[src/hw/rtl/prc_pkg.sv]
`timescale 1ns / 1ps
`default_nettype none
// ----------------------------------------------------------------------------
// prc_pkg
// Shared types, register indexes and helpers for the raster crop block.
// ----------------------------------------------------------------------------
package prc_pkg;

  localparam int unsigned BYTE_W    = 8;
  localparam int unsigned DIM_W     = 13;  // width/height and box_left/box_bottom
  localparam int unsigned EDGE_W    = 14;  // box_right/box_top
  localparam int unsigned CFG_IDX_W = 3;
  localparam int unsigned CFG_DAT_W = 14;

  typedef logic [CFG_IDX_W-1:0] cfg_idx_t;
  typedef logic [CFG_DAT_W-1:0] cfg_dat_t;
  typedef logic [BYTE_W-1:0]    byte_t;
  typedef logic [DIM_W-1:0]     dim_t;
  typedef logic [1:0]           pad_t;

  localparam cfg_idx_t REG_PIXEL_FORMAT = 3'd0;
  localparam cfg_idx_t REG_IMAGE_WIDTH  = 3'd1;
  localparam cfg_idx_t REG_IMAGE_HEIGHT = 3'd2;
  localparam cfg_idx_t REG_BOX_LEFT     = 3'd3;
  localparam cfg_idx_t REG_BOX_RIGHT    = 3'd4;
  localparam cfg_idx_t REG_BOX_BOTTOM   = 3'd5;
  localparam cfg_idx_t REG_BOX_TOP      = 3'd6;

  // Row pad in bytes: w mod 4 for 24-bit pixels, 2 for odd w with 16-bit pixels
  function automatic pad_t row_pad(input logic fmt24, input dim_t w);
    pad_t p;
    if (fmt24) begin
      p = w[1:0];
    end else begin
      p = w[0] ? 2'd2 : 2'd0;
    end
    return p;
  endfunction

  // w * bytes_per_pixel, 16 bits
  function automatic logic [15:0] times_bpp(input logic fmt24, input logic [13:0] w);
    logic [15:0] x2;
    logic [15:0] x1;
    x2 = {1'b0, w, 1'b0};
    x1 = {2'b00, w};
    return fmt24 ? (x2 + x1) : x2;
  endfunction

endpackage
`default_nettype wire

[src/hw/rtl/padded_raster_crop.sv]
`timescale 1ns / 1ps
`default_nettype none
// The first result is registered and appears in the cycle after the request is accepted.
// Throughput: one request per cycle unless output stalls or after a config write;
//   a row-ending request holds the output until its N pad bytes (up to 3) are taken.
// A config write holds in_ready_o low for the following cycle.
// Reset: async active low; config to defaults, counters and result register cleared,
//   in_ready_o low for the first cycle after reset.
// ----------------------------------------------------------------------------
// padded_raster_crop
// Crop window over a stored raster byte stream with row pad insertion.
// ----------------------------------------------------------------------------
module padded_raster_crop #(
  parameter int unsigned MAX_WIDTH  = 4096,
  parameter int unsigned MAX_HEIGHT = 4096
) (
  input  wire                      clk_i,
  input  wire                      rst_ni,
  input  wire                      cfg_valid_i,
  output logic                     cfg_ready_o,
  input  wire prc_pkg::cfg_idx_t   cfg_index_i,
  input  wire prc_pkg::cfg_dat_t   cfg_data_i,
  input  wire                      in_valid_i,
  output logic                     in_ready_o,
  input  wire prc_pkg::byte_t      src_byte_i,
  input  wire                      frame_start_i,
  output logic                     out_valid_o,
  input  wire                      out_ready_i,
  output prc_pkg::byte_t           out_byte_o,
  output logic                     is_pad_o,
  output logic                     row_end_o,
  output logic                     frame_end_o,
  output logic                     box_empty_o
);
  import prc_pkg::*;

  localparam int unsigned WMAX  = (MAX_WIDTH < 8191) ? MAX_WIDTH : 8191;
  localparam int unsigned HMAX  = (MAX_HEIGHT < 8191) ? MAX_HEIGHT : 8191;
  localparam int unsigned COL_W = $clog2(WMAX * 3 + 4);
  localparam int unsigned ROW_W = $clog2(HMAX);
  localparam int unsigned HQ_W  = ROW_W + 1;

  // config registers
  logic                pixel_format_q;
  dim_t                image_width_q, image_height_q;
  logic [DIM_W-1:0]    box_left_q, box_bottom_q;
  logic [EDGE_W-1:0]   box_right_q, box_top_q;
  logic                cfg_hold_q;

  assign cfg_ready_o = 1'b1;

  always_ff @(posedge clk_i or negedge rst_ni) begin
    if (!rst_ni) begin
      pixel_format_q <= 1'b1;
      image_width_q  <= 13'd1;
      image_height_q <= 13'd1;
      box_left_q     <= '0;
      box_right_q    <= '0;
      box_bottom_q   <= '0;
      box_top_q      <= '0;
      cfg_hold_q     <= 1'b1;
    end else begin
      cfg_hold_q <= cfg_valid_i;
      if (cfg_valid_i) begin
        case (cfg_index_i)
          REG_PIXEL_FORMAT: pixel_format_q <= cfg_data_i[0];
          REG_IMAGE_WIDTH:  image_width_q  <= cfg_data_i[DIM_W-1:0];
          REG_IMAGE_HEIGHT: image_height_q <= cfg_data_i[DIM_W-1:0];
          REG_BOX_LEFT:     box_left_q     <= cfg_data_i[DIM_W-1:0];
          REG_BOX_RIGHT:    box_right_q    <= cfg_data_i[EDGE_W-1:0];
          REG_BOX_BOTTOM:   box_bottom_q   <= cfg_data_i[DIM_W-1:0];
          REG_BOX_TOP:      box_top_q      <= cfg_data_i[EDGE_W-1:0];
          default: ;
        endcase
      end
    end
  end

  // derived geometry, registered
  dim_t               w_c, h_c, l13, r13, b13, t13, cw_c;
  logic signed [14:0] l_c, r_c, b_c, t_c, r_s, t_s, wm1, hm1;
  logic [15:0]        first_full, last_full, src_full;

  always_comb begin
    if (image_width_q == '0) begin
      w_c = 13'd1;
    end else if (int'(image_width_q) > MAX_WIDTH) begin
      w_c = DIM_W'(MAX_WIDTH);
    end else begin
      w_c = image_width_q;
    end
    if (image_height_q == '0) begin
      h_c = 13'd1;
    end else if (int'(image_height_q) > MAX_HEIGHT) begin
      h_c = DIM_W'(MAX_HEIGHT);
    end else begin
      h_c = image_height_q;
    end
    wm1 = $signed({2'b00, w_c - 13'd1});
    hm1 = $signed({2'b00, h_c - 13'd1});
    l_c = box_left_q[DIM_W-1]   ? '0 : $signed({2'b00, box_left_q});
    b_c = box_bottom_q[DIM_W-1] ? '0 : $signed({2'b00, box_bottom_q});
    r_s = $signed({box_right_q[EDGE_W-1], box_right_q});
    t_s = $signed({box_top_q[EDGE_W-1], box_top_q});
    r_c = (r_s > wm1) ? wm1 : r_s;
    t_c = (t_s > hm1) ? hm1 : t_s;
    l13 = l_c[DIM_W-1:0];
    r13 = r_c[DIM_W-1:0];
    b13 = b_c[DIM_W-1:0];
    t13 = t_c[DIM_W-1:0];
    cw_c       = r13 - l13 + 13'd1;
    first_full = times_bpp(pixel_format_q, {1'b0, l13});
    last_full  = times_bpp(pixel_format_q, {1'b0, r13} + 14'd1) - 16'd1;
    src_full   = times_bpp(pixel_format_q, {1'b0, w_c})
               + {14'd0, row_pad(pixel_format_q, w_c)};
  end

  logic             empty_q;
  logic [COL_W-1:0] first_q, last_q, src_len_q;
  logic [ROW_W-1:0] bot_q, top_q;
  logic [HQ_W-1:0]  h_q;
  pad_t             tpad_q;

  always_ff @(posedge clk_i) begin
    empty_q   <= (l_c > r_c) || (b_c > t_c);
    first_q   <= COL_W'(first_full);
    last_q    <= COL_W'(last_full);
    src_len_q <= COL_W'(src_full);
    bot_q     <= ROW_W'(b13);
    top_q     <= ROW_W'(t13);
    h_q       <= HQ_W'(h_c);
    tpad_q    <= row_pad(pixel_format_q, cw_c);
  end

  // counters and request evaluation
  logic [COL_W-1:0] col_q, col_cur, col_d;
  logic [ROW_W-1:0] row_q, row_cur, row_d;
  logic [COL_W:0]   col_inc;
  logic [HQ_W-1:0]  row_inc;
  logic             in_fire, at_end, keep, emits;

  logic             ob_valid_q, ob_rend_q, ob_fend_q, ob_empty_q;
  byte_t            ob_byte_q;
  pad_t             ob_npad_q, ob_idx_q;
  logic             ob_last, out_fire;

  assign ob_last    = (ob_idx_q == ob_npad_q);
  assign out_fire   = ob_valid_q && out_ready_i;
  assign in_ready_o = !cfg_hold_q && (!ob_valid_q || (out_ready_i && ob_last));
  assign in_fire    = in_valid_i && in_ready_o;

  always_comb begin
    col_cur = frame_start_i ? '0 : col_q;
    row_cur = frame_start_i ? '0 : row_q;
    at_end  = (col_cur == last_q);
    keep    = !empty_q && (row_cur >= bot_q) && (row_cur <= top_q)
              && (col_cur >= first_q) && (col_cur <= last_q);
    emits   = empty_q || keep;
    col_inc = {1'b0, col_cur} + 1'b1;
    row_inc = {1'b0, row_cur} + 1'b1;
    col_d   = col_inc[COL_W-1:0];
    row_d   = row_cur;
    if (col_inc >= {1'b0, src_len_q}) begin
      col_d = '0;
      row_d = (row_inc >= h_q) ? '0 : row_inc[ROW_W-1:0];
    end
  end

  always_ff @(posedge clk_i or negedge rst_ni) begin
    if (!rst_ni) begin
      col_q      <= '0;
      row_q      <= '0;
      ob_valid_q <= 1'b0;
      ob_idx_q   <= '0;
    end else begin
      if (in_fire) begin
        col_q <= col_d;
        row_q <= row_d;
      end
      if (in_fire && emits) begin
        ob_valid_q <= 1'b1;
        ob_idx_q   <= '0;
      end else if (out_fire) begin
        if (ob_last) begin
          ob_valid_q <= 1'b0;
        end else begin
          ob_idx_q <= ob_idx_q + 2'd1;
        end
      end
    end
  end

  always_ff @(posedge clk_i) begin
    if (in_fire && emits) begin
      ob_byte_q  <= empty_q ? '0 : src_byte_i;
      ob_empty_q <= empty_q;
      ob_rend_q  <= !empty_q && at_end;
      ob_fend_q  <= !empty_q && at_end && (row_cur == top_q);
      ob_npad_q  <= (!empty_q && at_end) ? tpad_q : 2'd0;
    end
  end

  // result drive
  always_comb begin
    out_valid_o = ob_valid_q;
    if (ob_idx_q == '0) begin
      out_byte_o  = ob_byte_q;
      is_pad_o    = 1'b0;
      row_end_o   = ob_last && ob_rend_q;
      frame_end_o = ob_last && ob_fend_q;
      box_empty_o = ob_empty_q;
    end else begin
      out_byte_o  = '0;
      is_pad_o    = 1'b1;
      row_end_o   = ob_last;
      frame_end_o = ob_last && ob_fend_q;
      box_empty_o = 1'b0;
    end
  end

endmodule
`default_nettype wire

[config.mk]
export PLATFORM = sky130hd
export DESIGN_NAME = padded_raster_crop
export DESIGN_NICKNAME = d
export VERILOG_FILES = /design/src/hw/rtl/prc_pkg.sv /design/src/hw/rtl/padded_raster_crop.sv
export SDC_FILE = /design/constraint.sdc
export NUM_CORES = 1
export LEC_CHECK = 0
export CAP_MARGIN = 30
export CORE_MARGIN = 2
export CORE_UTILIZATION = 48
export CTS_BUF_LIST = sky130_fd_sc_hd__clkbuf_4 sky130_fd_sc_hd__clkbuf_8 sky130_fd_sc_hd__clkbuf_16
export DETAILED_ROUTE_END_ITERATION = 10
export DONT_BUFFER_PORTS = 1
export PLACE_DENSITY_LB_ADDON = 0.25
export RECOVER_POWER = 100
export SLEW_MARGIN = 20
export SYNTH_ARGS = -nofsm -noshare
export SYNTH_HDL_FRONTEND = slang
export SYNTH_SLANG_ARGS = --single-unit
[constraint.sdc]
create_clock -name clk_i -period 19.34 [get_ports clk_i]
set_input_delay 3.868 -clock clk_i [delete_from_list [all_inputs] [get_ports clk_i]]
set_output_delay 3.868 -clock clk_i [all_outputs]
set_load 0.05 [all_outputs]
==> summary.md, run 1 <==
| Metric | Value |
|---|---|
| CP delay by family, top | `compound AO/OA/AOI/OAI gates` |
| F_max | `0.0894 GHz` |
| Number of global-route vias before repair | `11500` |
| Clock buffer depth | `3` |
| Total GRT Usage | `23.4%` |
| Worst skew pair latency | `0.54 ns` |
| Total Wirelength | `38700 µm` |
| Post-Syn Area per Cell | `9.26 µm²` |
| Critical Path Max Stage Delay | `1.32 ns` |
| Minimum clock period | `11.19 ns` |
| CTS resizes | `0` |
| Largest net degree at the start of global routing | `112` |
| Final hold slack | `between 0.4 and 0.5 ns` |
| Initial Utilization | `48.6%` |
| Via density | `5.72` |
| Die area | `33300 µm²` |
| Seq cells post-synth | `approximately 200` |
| Status | `finished with violations` |
| Max-Slew Margin vs Limit | `-119%` |
| Synth top area share | `17.5%` |
| Sequential share of the synthesized area | `31.4%` |
| CTS sink cnt | `205` |
| Setup crit end kind | `flop` |
| CTS tree | `yes` |
| Antenna violations before repair | `0` |
| Buffers on Ports | `0` |
| Post-CTS Setup Repair Bufs | `0` |
| Critical path fanouts, max | `25` |
| Row cnt | `65` |
| CTS Buf Count | `25` |
| Critical Path Slowest Stage Cell | `o21ai_0` |
| Reg clk slew, reported paths | `0.06 ns` |
| Final Cycle Share | `~58%` |
| Placer Congestion | `around 0.9` |
| Final ANT Viol Nets | `0` |
| Final setup viols | `0` |
| CP Class | `flop to flop` |
| Hold Crit Class | `flop to flop` |
| First-pass GRT wire length | `61800 µm` |
| H-tree levels | `1` |
| Final Hold Fails | `0` |
| DP HPWL | `29700 µm` |
| Max_cap viols | `2` |
| CP bufs+invs | `4` |
| Synth warn | `0` |
| Nets@finish | `1867` |
| Post-synth cell types | `98` |
| ANT cells | `0` |
| VDD IR max | `0.0809 mV` |
| Total negative setup slack | `0 ns` |
| Clock Skews | `0.0332 ns` |
| DR WL/cell | `18.7 µm` |
| Top cell type by total area after synthesis | `dfrtp_1` |
| Post-synth EDFFs | `13` |
| Die W | `about 180 µm` |
| I/O pins | `46` |
| Initial DRT Pass Iterations | `6` |
| Worst-Margin Slew | `3.29 ns` |
| Synthesized instance count | `1650` |
| Worst setup SP type | `flop` |
| Async S/R FF share, synth | `54.1%` |
| Via count | `roughly 12000` |
| Top cells by area, synth | `dfrtp_1 (18%), ha_1 (15%), dfxtp_1 (11%)` |
| Core box area | `31500 µm²` |
| Syn Nets | `1871` |
| Power per Cell Area | `between 100 and 150 nW/µm²` |
| Syn Std Cell Area | `around 15000 µm²` |
| RSZ-0062 raised after global routing | `false` |
| CP required | `19.77 ns` |
| P_leak | `7.70 nW` |
| Initial DRC count | `~770` |
| Remaining global-route overflow | `0` |
| Crit path DAT | `around 12 ns` |
| CTS hold repair buffers | `0` |
| Layout cell share with drive strength beyond 1 | `a little over a tenth` |
| Clock root cell | `clkbuf_16` |
| Max Slew Vio Count | `87` |
| Ys flop type | `dfrtp_1` |
| DRC violation count after routing | `0` |
| Failing checks | `capacitance limit, slew limit` |
| Die Y | `between 150 and 200 µm` |
| Area Overhead vs Synth | `7.61%` |
final timing paths:
kind	to	from	slack (ns)	cells after the start
max in group asynchronous	cfg_hold_q$_DFF_PN1_	rst_ni	16.00	0
worst min-delay path	bot_q[0]$_DFF_P_	box_bottom_q[0]$_DFFE_PN0P_	0.49	2
worst max register to register	last_q[13]$_DFF_P_	image_width_q[12]$_DFFE_PN0P_	8.15	31
worst max-delay path	last_q[13]$_DFF_P_	image_width_q[12]$_DFFE_PN0P_	8.15	31
worst min register to register	bot_q[0]$_DFF_P_	box_bottom_q[0]$_DFFE_PN0P_	0.49	2
min in group asynchronous	image_width_q[1]$_DFFE_PN0P_	rst_ni	3.03	0
cell usage in the layout (no fill, tap or decap), types with 12 or more instances in the layout:
cell / instances
a21o_1: 40
a21oi_1: 69
and2_0: 15
and2_1: 13
and3_1: 19
clkbuf_16: 25
dfrtp_1: 107
dfxtp_1: 81
edfxtp_1: 13
ha_1: 188
inv_1: 168
mux2_2: 93
mux2i_1: 24
nand2_1: 96
nand2b_1: 35
nand3_1: 42
nand4_1: 24
nor2_1: 66
nor2b_1: 84
nor3_1: 23
o21a_1: 36
o21ai_0: 71
o21bai_1: 12
xnor2_1: 58
xor2_1: 33
per-layer routing:
| metal | share of wire, % | vias to the layer above | track usage (%) |
|---|---|---|---|
| met5 | 0 | - | 0 |
| met4 | 2.3 | 0 | 6.45 |
| met3 | 5.8 | 51 | 4.21 |
| met2 | 45 | 305 | 37.9 |
| met1 | 47 | 5655 | 32.1 |
| li1 | - | 5819 | - |
cells in the mapped netlist (all sizes together) (4+ instances only):
| library cell | n |
|---|---|
| o211ai | 14 |
| nor2 | 67 |
| mux2i | 24 |
| inv | 172 |
| a221o | 4 |
| a21o | 40 |
| o221ai | 5 |
| or2 | 6 |
| edfxtp | 13 |
| dfxtp | 81 |
| clkbuf | 30 |
| xnor2 | 59 |
| o21a | 36 |
| nand4b | 6 |
| and4 | 4 |
| nand2b | 35 |
| dfrtp | 107 |
| a21oi | 69 |
| a311oi | 4 |
| o2111ai | 8 |
| o21bai | 12 |
| dfstp | 4 |
| and2 | 28 |
| nand3 | 42 |
| mux2 | 95 |
| a211oi | 8 |
| nor3b | 6 |
| a31oi | 10 |
| ha | 188 |
| buf | 12 |
| o22ai | 5 |
| a22o | 7 |
| o21ai | 75 |
| and3 | 19 |
| nand4 | 24 |
| nor4 | 14 |
| or3 | 11 |
| nor2b | 84 |
| xor2 | 34 |
| nor3 | 25 |
| a2111oi | 7 |
| a21boi | 7 |
| nand2 | 96 |
| o31ai | 6 |
cell families after synthesis:
kind of cell	Yosys count	synth area share, %
simple gates	481	17.3
flops	205	31.4
compound gates	346	16.1
buf+inv	214	5.43
mux	119	8.62
xor+xnor	93	5.48
other cells	2	0.0491
fa+ha+maj	190	15.7
final cells by class:
cell class	instances	area, µm²
clock inverter	12	154
multi-input combinational	1231	9600
timing repair buffer	11	45.0
inverter	172	646
fill	2904	15000
clock buffer	34	706
sequential	205	4790
tap	402	503
flip-flops by register name, indices dropped and copies added (netlist names), 14 cells and up:
register     count
box_right_q     14
box_top_q       14
col_q           14
first_q         14
last_q          14
through the flow:
stage | std cells | power [mW] | area (µm²) | setup WS [ns] | utilization (%)
finish | 2067 | 2.43 | 16400 | 8.15 | 52.3
global route | 2067 | 2.62 | 16400 | 7.33 | 52.3
CTS | 2064 | 2.45 | 16600 | 9.81 | 52.6
detailed placement | 2018 | 1.95 | 15700 | 9.85 | 49.9
global placement | 2018 | 1.92 | 15700 | 10.24 | 49.9
floorplan | 1650 | 1.65 | 15300 | 10.68 | -
power by group:
part           total (mW)  switching [mW]  internal (mW)
clock network       0.483           0.186          0.298
registers           0.634          0.0836          0.550
logic                1.32           0.794          0.523
total                2.43            1.06           1.37
worst reg2reg max path: cells and delay by family, from the launching register on:
family	cells	cell delay (ns)
fa+ha+maj	4	1.51
buf+inv	4	0.73
mux	2	0.83
xor+xnor	3	0.95
flops	1	0.66
compound gates	8	3.81
simple gates	10	2.59
No activity file was read; power rests on OpenSTA's default activity.
==> run 2: changes to the inputs <==
--- a/config.mk
+++ b/config.mk
@@ -5,6 +5,7 @@
 export SDC_FILE = /design/constraint.sdc
 export NUM_CORES = 1
 export LEC_CHECK = 0
+export ABC_AREA = 1
 export CAP_MARGIN = 30
 export CORE_MARGIN = 2
 export CORE_UTILIZATION = 48
==> constraint.sdc (replaced) <==
create_clock -name clk_i -period 10 [get_ports clk_i]
set_input_delay 2 -clock clk_i [delete_from_list [all_inputs] [get_ports clk_i]]
set_output_delay 2 -clock clk_i [all_outputs]
set_load 0.05 [all_outputs]
==> run 2 against run 1 <==
  * Clock skew shrank 0.020 ns
  * Critical path depth rose by 12
  * Synthesized cell count increased by 18%
  * The flow now finishes without violations
  * Register-to-register slack got worse by 5.9 ns
  * Critical path type unchanged
  * Utilization is 0.17 points higher
  * Wire length fell by 8.8%
  * Global-route usage shrank 0.49 points
  * Synthesized area shrank 4.9%
  * Cell count increased by 13%
  * Fmax is 45% higher
==> summary.md, run 2 <==
| Metric | Value |
|---|---|
| Int Pwr | `2.45 mW (+79%)` |
| Nets@finish | `2160 (+16%)` |
| CTS Buf Count | `23 (-8.0%)` |
| Post-route insts no fill | `2346 (+13%)` |
| CP Class | `flop to flop` |
| Synth warn | `0 (unchanged)` |
| Most common cell after layout, fill and taps aside | `nand2_1` |
| Worst setup SP type | `flop` |
| Via density | `5.21 (-8.9%)` |
| NetSw | `2.11 mW (+99%)` |
| CTS hold repair buffers | `0 (unchanged)` |
| H-tree levels | `1 (unchanged)` |
| Critical Path Slowest Stage Cell | `nand2_1` |
| Clock root cell | `clkbuf_16` |
| Syn Nets | `2175 (+16%)` |
| Ys flop type | `dfrtp_1` |
| Die W | `178 µm (-2.4%)` |
| F_max | `0.130 GHz (+45%)` |
| Initial DRT Pass Iterations | `5 (-1)` |
| Post-synthesis compound-gate area fraction | `12.8% (-3.3 points)` |
| Total negative setup slack | `0 ns (unchanged)` |
| CP required | `10.41 ns (-9.36 ns)` |
| Remaining global-route overflow | `0 (unchanged)` |
| Pre-CTS WS | `3.42 ns (-6.43 ns)` |
| Initial Utilization | `48.9% (+0.37 points)` |
| P_leak | `8.19 nW (+6.4%)` |
| Main combinational cell family by area after synthesis | `simple AND/OR/NAND/NOR gates` |
| Layout cell share with drive strength beyond 1 | `6.39% (-4.3 points)` |
| Clock Skews | `0.0128 ns (-0.0203 ns)` |
| CP delay by family, top | `simple AND/OR/NAND/NOR gates` |
| Via count | `12200 (+3.4%)` |
| Synth top area share | `18.4% (+0.90 points)` |
| Die Y | `178 µm (-2.4%)` |
| Initial DRC count | `963 (+26%)` |
| Async S/R FF share, synth | `54.1% (unchanged)` |
| Xor and xnor area share after synthesis | `4.04% (-1.4 points)` |
| DR WL/cell | `15.1 µm (-20%)` |
| Most common cell in the netlist | `nand2_1` |
| Max-Slew Margin vs Limit | `35.2% (+150 points)` |
| Largest net degree at the start of global routing | `112 (unchanged)` |
| Top cells by area, synth | `dfrtp_1 (18%), ha_1 (16%), dfxtp_1 (11%)` |
| Area Overhead vs Synth | `7.14%` |
| Mux cell area share after synthesis | `0% (-8.6 points)` |
| Row cnt | `63 (-3.1%)` |
| Setup crit end kind | `flop` |
| Final Cycle Share | `77.2% (+19 points)` |
| Core box area | `29700 µm² (-5.6%)` |
| Logic pwr share | `54.1% (about the same)` |
| DRC violation count after routing | `0 (unchanged)` |
| Final Hold Fails | `0 (unchanged)` |
| DP HPWL | `27800 µm (-6.3%)` |
| CP bufs+invs | `4 (unchanged)` |
| Crit path DAT | `8.13 ns (-3.49 ns)` |
| Placed insts | `2304 (+14%)` |
| Worst-Margin Slew | `0.968 ns (-2.32 ns)` |
| Total Wirelength | `35400 µm (-8.8%)` |
| Minimum clock period | `7.72 ns (-3.47 ns)` |
| Filler Cell Count | `2888 (-0.55%)` |
| Overall power | `4.56 mW (+87%)` |
| Synth top cells by count | `nand2_1 (401), inv_1 (346), ha_1 (188), o21ai_0 (161), nor2_1 (136)` |
| Clock power frac | `18.9% (-1.0 points)` |
| RSZ-0062 raised after global routing | `false` |
| Max Slew Vio Count | `0 (-100%)` |
| Hold Crit Class | `flop to flop` |
| Die area | `31700 µm² (-4.8%)` |
| Critical path fanouts, max | `16 (-36%)` |
| VDD IR max | `0.170 mV (+110%)` |
| Post-CTS Setup Repair Bufs | `0 (unchanged)` |
| Number of global-route vias before repair | `11500 (-0.49%)` |
| Sw Share | `46.3% (+2.6 points)` |
| I/O pins | `46 (unchanged)` |
| CTS sink cnt | `205 (unchanged)` |
| Post-Syn Area per Cell | `7.44 µm² (-20%)` |
| CTS tree | `yes` |
| Post-synth EDFFs | `13 (unchanged)` |
| Max_cap viols | `0 (-2)` |
| Final ANT Viol Nets | `0 (unchanged)` |
| Synthesized instance count | `1954 (+18%)` |
| Top cell type by total area after synthesis | `dfrtp_1` |
| Worst skew pair latency | `0.51 ns (-0.03 ns)` |
| Final WS setup | `2.28 ns (-5.87 ns)` |
| Syn Std Cell Area | `14500 µm² (-4.9%)` |
| Total GRT Usage | `22.9% (-0.49 points)` |
| Placer Congestion | `0.900 (-1.2%)` |
| Power per Cell Area | `293 nW/µm² (+98%)` |
| Reg clk slew, reported paths | `0.06 ns (about the same)` |
| CTS resizes | `0 (unchanged)` |
| First-pass GRT wire length | `58000 µm (-6.1%)` |
| Commonest non-fill, non-tap cells in the layout | `nand2_1 (405), inv_1 (348), ha_1 (188), o21ai_0 (163), nor2_1 (138)` |
| Clock buffer depth | `3 (unchanged)` |
| Critical Path Max Stage Delay | `0.45 ns (-0.87 ns)` |
| Sequential share of the synthesized area | `33.0% (+1.6 points)` |
| Antenna violations before repair | `1 (+1)` |
| Post-synth cell types | `62 (-37%)` |
| Status | `finished, final reports clean` |
| Buffers on Ports | `0 (unchanged)` |
| Seq cells post-synth | `205 (unchanged)` |
| Adder-cell share of the synthesized area | `16.5% (+0.80 points)` |
| ANT cells | `0 (unchanged)` |
| Simple-Gate Fraction of Synth Area | `23.1% (+5.8 points)` |
| Sequential Power Share | `27.0% (+1.0 points)` |
| Final setup viols | `0 (unchanged)` |
| CP most frequent cell | `nand2_1` |
-- run 2: cell count changes after synthesis, moves of 39 or more --
cell | previous run | this run
inv_1 | 167 | 346
o21ai_0 | 69 | 161
nor2b_1 | 84 | 0
mux2_2 | 94 | 0
nand2_1 | 96 | 401
nand3_1 | 42 | 98
a21o_1 | 40 | 1
nor2_1 | 66 | 136
-- run 2: worst paths after layout --
| check | from | slack [ns] | depth (start not counted) | end |
|---|---|---|---|---|
| hold reg to reg | box_bottom_q[7]$_DFFE_PN0P_ | 0.49 | 2 | box_bottom_q[7]$_DFFE_PN0P_ |
| setup reg to reg | image_width_q[4]$_DFFE_PN0P_ | 2.28 | 43 | last_q[12]$_DFF_P_ |
| max in group asynchronous | rst_ni | 8.56 | 0 | cfg_hold_q$_DFF_PN1_ |
| setup / recovery | image_width_q[4]$_DFFE_PN0P_ | 2.28 | 43 | last_q[12]$_DFF_P_ |
| min in group asynchronous | rst_ni | 1.19 | 0 | box_top_q[0]$_DFFE_PN0P_ |
| hold / removal | box_bottom_q[7]$_DFFE_PN0P_ | 0.49 | 2 | box_bottom_q[7]$_DFFE_PN0P_ |
-- run 2: cells by family (layout without fill, tap and decap cells) --
family | after synthesis | count (layout)
buf+inv | 404 | 406
fa+ha+maj | 190 | 190
flops | 205 | 205
simple gates | 756 | 756
xor+xnor | 67 | 67
compound gates | 330 | 330
other cells | 2 | 2
-- run 2: metrics by stage --
| step | hold slack, ns | instance area, µm² | util (%) |
|---|---|---|---|
| after floorplan | 0.406 | 14500 | - |
| after global placement | 0.467 | 14900 | 50.1 |
| after detailed placement | 0.475 | 14900 | 50.1 |
| after CTS | 0.490 | 15700 | 52.7 |
| after global routing | 0.512 | 15600 | 52.4 |
| final | 0.488 | 15600 | 52.4 |
-- run 2: power by group through the flow --
stage               Combinational [mW]  Sequential [mW]  Clock [mW]
floorplan                         1.97             1.19           0
global placement                  2.41             1.24           0
detailed placement                2.48             1.24           0
finish                            2.47             1.23       0.864
global route                      2.83             1.26       0.914
CTS                               2.49             1.23       0.880
-- run 2: area by class of cell --
type,instances,area (µm²),share of cell area [%]
Inverter,360,1350,8.67
Clock buffer,28,649,4.17
Clock inverter,14,138,0.883
Multi-Input combinational cell,1345,8130,52.2
Timing Repair Buffer,4,26.3,0.169
Tap cell,390,488,3.13
Sequential cell,205,4790,30.8
-- run 2: worst register-to-register path: cells and delay by family, from the launching register on --
| family | cells | cell delay, ns |
|---|---|---|
| buffers and inverters | 4 | 0.22 |
| xor gates and xnor gates | 2 | 0.34 |
| DFF | 1 | 0.41 |
| adders and majority gates | 4 | 1.11 |
| AOI/OAI and AO/OA | 6 | 1.24 |
| and+or+nand+nor | 27 | 4.30 |
-- run 2: metal layers --
metal	part of all wire, %	up-vias	wire length (µm)	track usage (%)
met4	2.5	0	900	5.98
li1	-	6259	-	-
met5	0	-	0	0
met3	5.1	55	1820	2.92
met2	43	285	15200	36.1
met1	49	5631	17400	33.1
==> run 3: changes to the inputs <==
==> constraint.sdc (replaced) <==
create_clock -name clk_i -period 7.33 [get_ports clk_i]
set_input_delay 1.466 -clock clk_i [delete_from_list [all_inputs] [get_ports clk_i]]
set_output_delay 1.466 -clock clk_i [all_outputs]
set_load 0.05 [all_outputs]
==> run 3 against run 2 <==
  * Design area grew 0.30%
  * Wire length is 0.55% lower
  * Clock power rose by 32%
  * Flip-flop and latch count unchanged
  * Non-clock buffer count grew 1
  * Fmax grew 17%
  * Worst hold slack worse by 0.0054 ns
  * Highest routed layer unchanged
==> summary.md, run 3 (synthesized netlist as in run 2, its figures left out) <==
| Metric | Value |
|---|---|
| Crit path DAT | `7.01 ns (-1.12 ns)` |
| Final setup viols | `0 (unchanged)` |
| Buffers on Ports | `0 (unchanged)` |
| CTS Buf Count | `23 (unchanged)` |
| CTS hold repair buffers | `0 (unchanged)` |
| CP bufs+invs | `4 (unchanged)` |
| ANT cells | `0 (unchanged)` |
| Final hold slack | `0.483 ns (-0.00540 ns)` |
| Worst setup SP type | `flop` |
| Antenna violations before repair | `1 (unchanged)` |
| Worst skew pair latency | `0.50 ns (about the same)` |
| P_leak | `8.19 nW (about the same)` |
| CTS tree | `yes` |
| Nets@finish | `2161 (+0.046%)` |
| First-pass GRT wire length | `57900 µm (-0.26%)` |
| DR WL/cell | `15.0 µm (-0.51%)` |
| CP required | `7.73 ns (-2.68 ns)` |
| Via density | `5.17 (-0.78%)` |
| Remaining global-route overflow | `0 (unchanged)` |
| Final Cycle Share | `90.2% (+13 points)` |
| CTS resizes | `0 (unchanged)` |
| DRC violation count after routing | `0 (unchanged)` |
| CP most frequent cell | `nand2_1` |
| Critical Path Max Stage Delay | `0.42 ns (-0.03 ns)` |
| Pre-CTS WS | `0.751 ns (-2.67 ns)` |
| Initial DRT Pass Iterations | `5 (unchanged)` |
| CP Class | `flop to flop` |
| Placer Congestion | `0.898 (-0.16%)` |
| Initial DRC count | `894 (-7.2%)` |
| Final ANT Viol Nets | `0 (unchanged)` |
| Die area | `31700 µm² (unchanged)` |
| Reg clk slew, reported paths | `0.06 ns (about the same)` |
| Total negative setup slack | `0 ns (unchanged)` |
| Clock power frac | `18.3% (-0.6 points)` |
| Critical Path Slowest Stage Cell | `dfrtp_1` |
| Overall power | `6.22 mW (+36%)` |
| Total GRT Usage | `22.9% (about the same)` |
| Area Overhead vs Synth | `7.46%` |
| Status | `finished, final reports clean` |
| Commonest non-fill, non-tap cells in the layout | `nand2_1 (404), inv_1 (347), ha_1 (188), o21ai_0 (162), nor2_1 (137)` |
| Number of global-route vias before repair | `11300 (-1.4%)` |
| VDD IR max | `0.212 mV (+24%)` |
| Max Slew Vio Count | `0 (unchanged)` |
| Post-CTS Setup Repair Bufs | `0 (unchanged)` |
| Setup crit end kind | `flop` |
| Worst-Margin Slew | `0.974 ns (+0.00519 ns)` |
| Register-to-register setup slack | `0.71 ns (-1.57 ns)` |
| Int Pwr | `3.34 mW (+36%)` |
| Largest net degree at the start of global routing | `112 (unchanged)` |
| Layout cell share with drive strength beyond 1 | `6.60% (+0.21 points)` |
| Sequential Power Share | `26.9% (about the same)` |
| Sw Share | `46.3% (about the same)` |
| CP delay by family, top | `simple AND/OR/NAND/NOR gates` |
| Clock root cell | `clkbuf_16` |
| Logic pwr share | `54.7% (+0.6 points)` |
| H-tree levels | `1 (unchanged)` |
| Core box area | `29700 µm² (unchanged)` |
| I/O pins | `46 (unchanged)` |
| Max-Slew Margin vs Limit | `34.8% (-0.35 points)` |
| NetSw | `2.88 mW (+37%)` |
| Clock Skews | `0.00568 ns (-0.00716 ns)` |
| F_max | `0.151 GHz (+17%)` |
| Final Hold Fails | `0 (unchanged)` |
| Fin util | `52.6% (+0.16 points)` |
| Final WS setup | `0.715 ns (-1.57 ns)` |
| Total Wirelength | `35200 µm (-0.55%)` |
| CTS sink cnt | `205 (unchanged)` |
| Row cnt | `63 (unchanged)` |
| DP HPWL | `27900 µm (+0.21%)` |
| Power per Cell Area | `398 nW/µm² (+36%)` |
| Max_cap viols | `0 (unchanged)` |
| Via count | `12100 (-0.82%)` |
| Critical path fanouts, max | `16 (unchanged)` |
| Die Y | `178 µm (unchanged)` |
| Initial Utilization | `48.9% (unchanged)` |
| Hold Crit Class | `flop to flop` |
| Most common cell after layout, fill and taps aside | `nand2_1` |
| Die W | `178 µm (unchanged)` |
| RSZ-0062 raised after global routing | `false` |
| Clock buffer depth | `3 (unchanged)` |
| Minimum clock period | `6.62 ns (-1.10 ns)` |
-- run 3: cell count changes in the layout (fill, tap and decap cells not counted), moves of 2 or more --
cell       before  now
clkinv_2        6    2
clkbuf_4        1    4
clkbuf_8        3    6
bufinv_16       2    0
nand2_4         2    4
nand3_1       100   98
nand3_4         0    2
-- run 3: power by group through the flow --
| stage | sequential [mW] | combinational, mW | clock, mW |
|---|---|---|---|
| CTS | 1.67 | 3.41 | 1.16 |
| global route | 1.71 | 3.91 | 1.21 |
| global placement | 1.69 | 3.28 | 0 |
| floorplan | 1.62 | 2.69 | 0 |
| detailed placement | 1.69 | 3.39 | 0 |
| finish | 1.68 | 3.40 | 1.14 |
-- run 3: worst reg2reg max path: cells and delay by family (launching register included) --
family	cells	cell delay, ns
adders and majority gates	4	1.14
AOI/OAI and AO/OA	5	0.95
buffers and inverters	4	0.20
and+or+nand+nor	29	3.50
DFF	1	0.42
xor gates and xnor gates	2	0.31
-- run 3: stage by stage --
step / cell area [µm²] / std cells
finish: 15600 / 2345
global route: 15600 / 2345
CTS: 15700 / 2345
detailed placement: 14900 / 2305
global placement: 14900 / 2305
floorplan: 14500 / 1954
-- run 3: final cells by class --
type	count	area (µm²)
fillers	2876	14100
multi-input cells	1345	8190
flip-flops and latches	205	4790
inverters	360	1350
clock buffers	35	738
well taps	390	488
clock inverters	5	31.3
repair buffers	5	30.0
-- run 3: final timing paths --
check / startpoint / end / cells past startpoint
worst min-delay path: box_left_q[8]$_DFFE_PN0P_ / box_left_q[8]$_DFFE_PN0P_ / 2
worst max-delay path: image_width_q[4]$_DFFE_PN0P_ / last_q[12]$_DFF_P_ / 44
min in group asynchronous: rst_ni / box_bottom_q[2]$_DFFE_PN0P_ / 0
worst min register to register: box_left_q[8]$_DFFE_PN0P_ / box_left_q[8]$_DFFE_PN0P_ / 2
max in group asynchronous: rst_ni / cfg_hold_q$_DFF_PN1_ / 0
worst max register to register: image_width_q[4]$_DFFE_PN0P_ / last_q[12]$_DFF_P_ / 44
-- run 3: per-layer routing --
layer / up-vias / global-route usage [%] / part of all wire [%]
li1: 6261 / - / -
met1: 5559 / 33.3 / 49
met2: 261 / 36.5 / 44
met3: 49 / 2.37 / 4.8
met4: 0 / 5.43 / 2.2
met5: - / 0 / 0
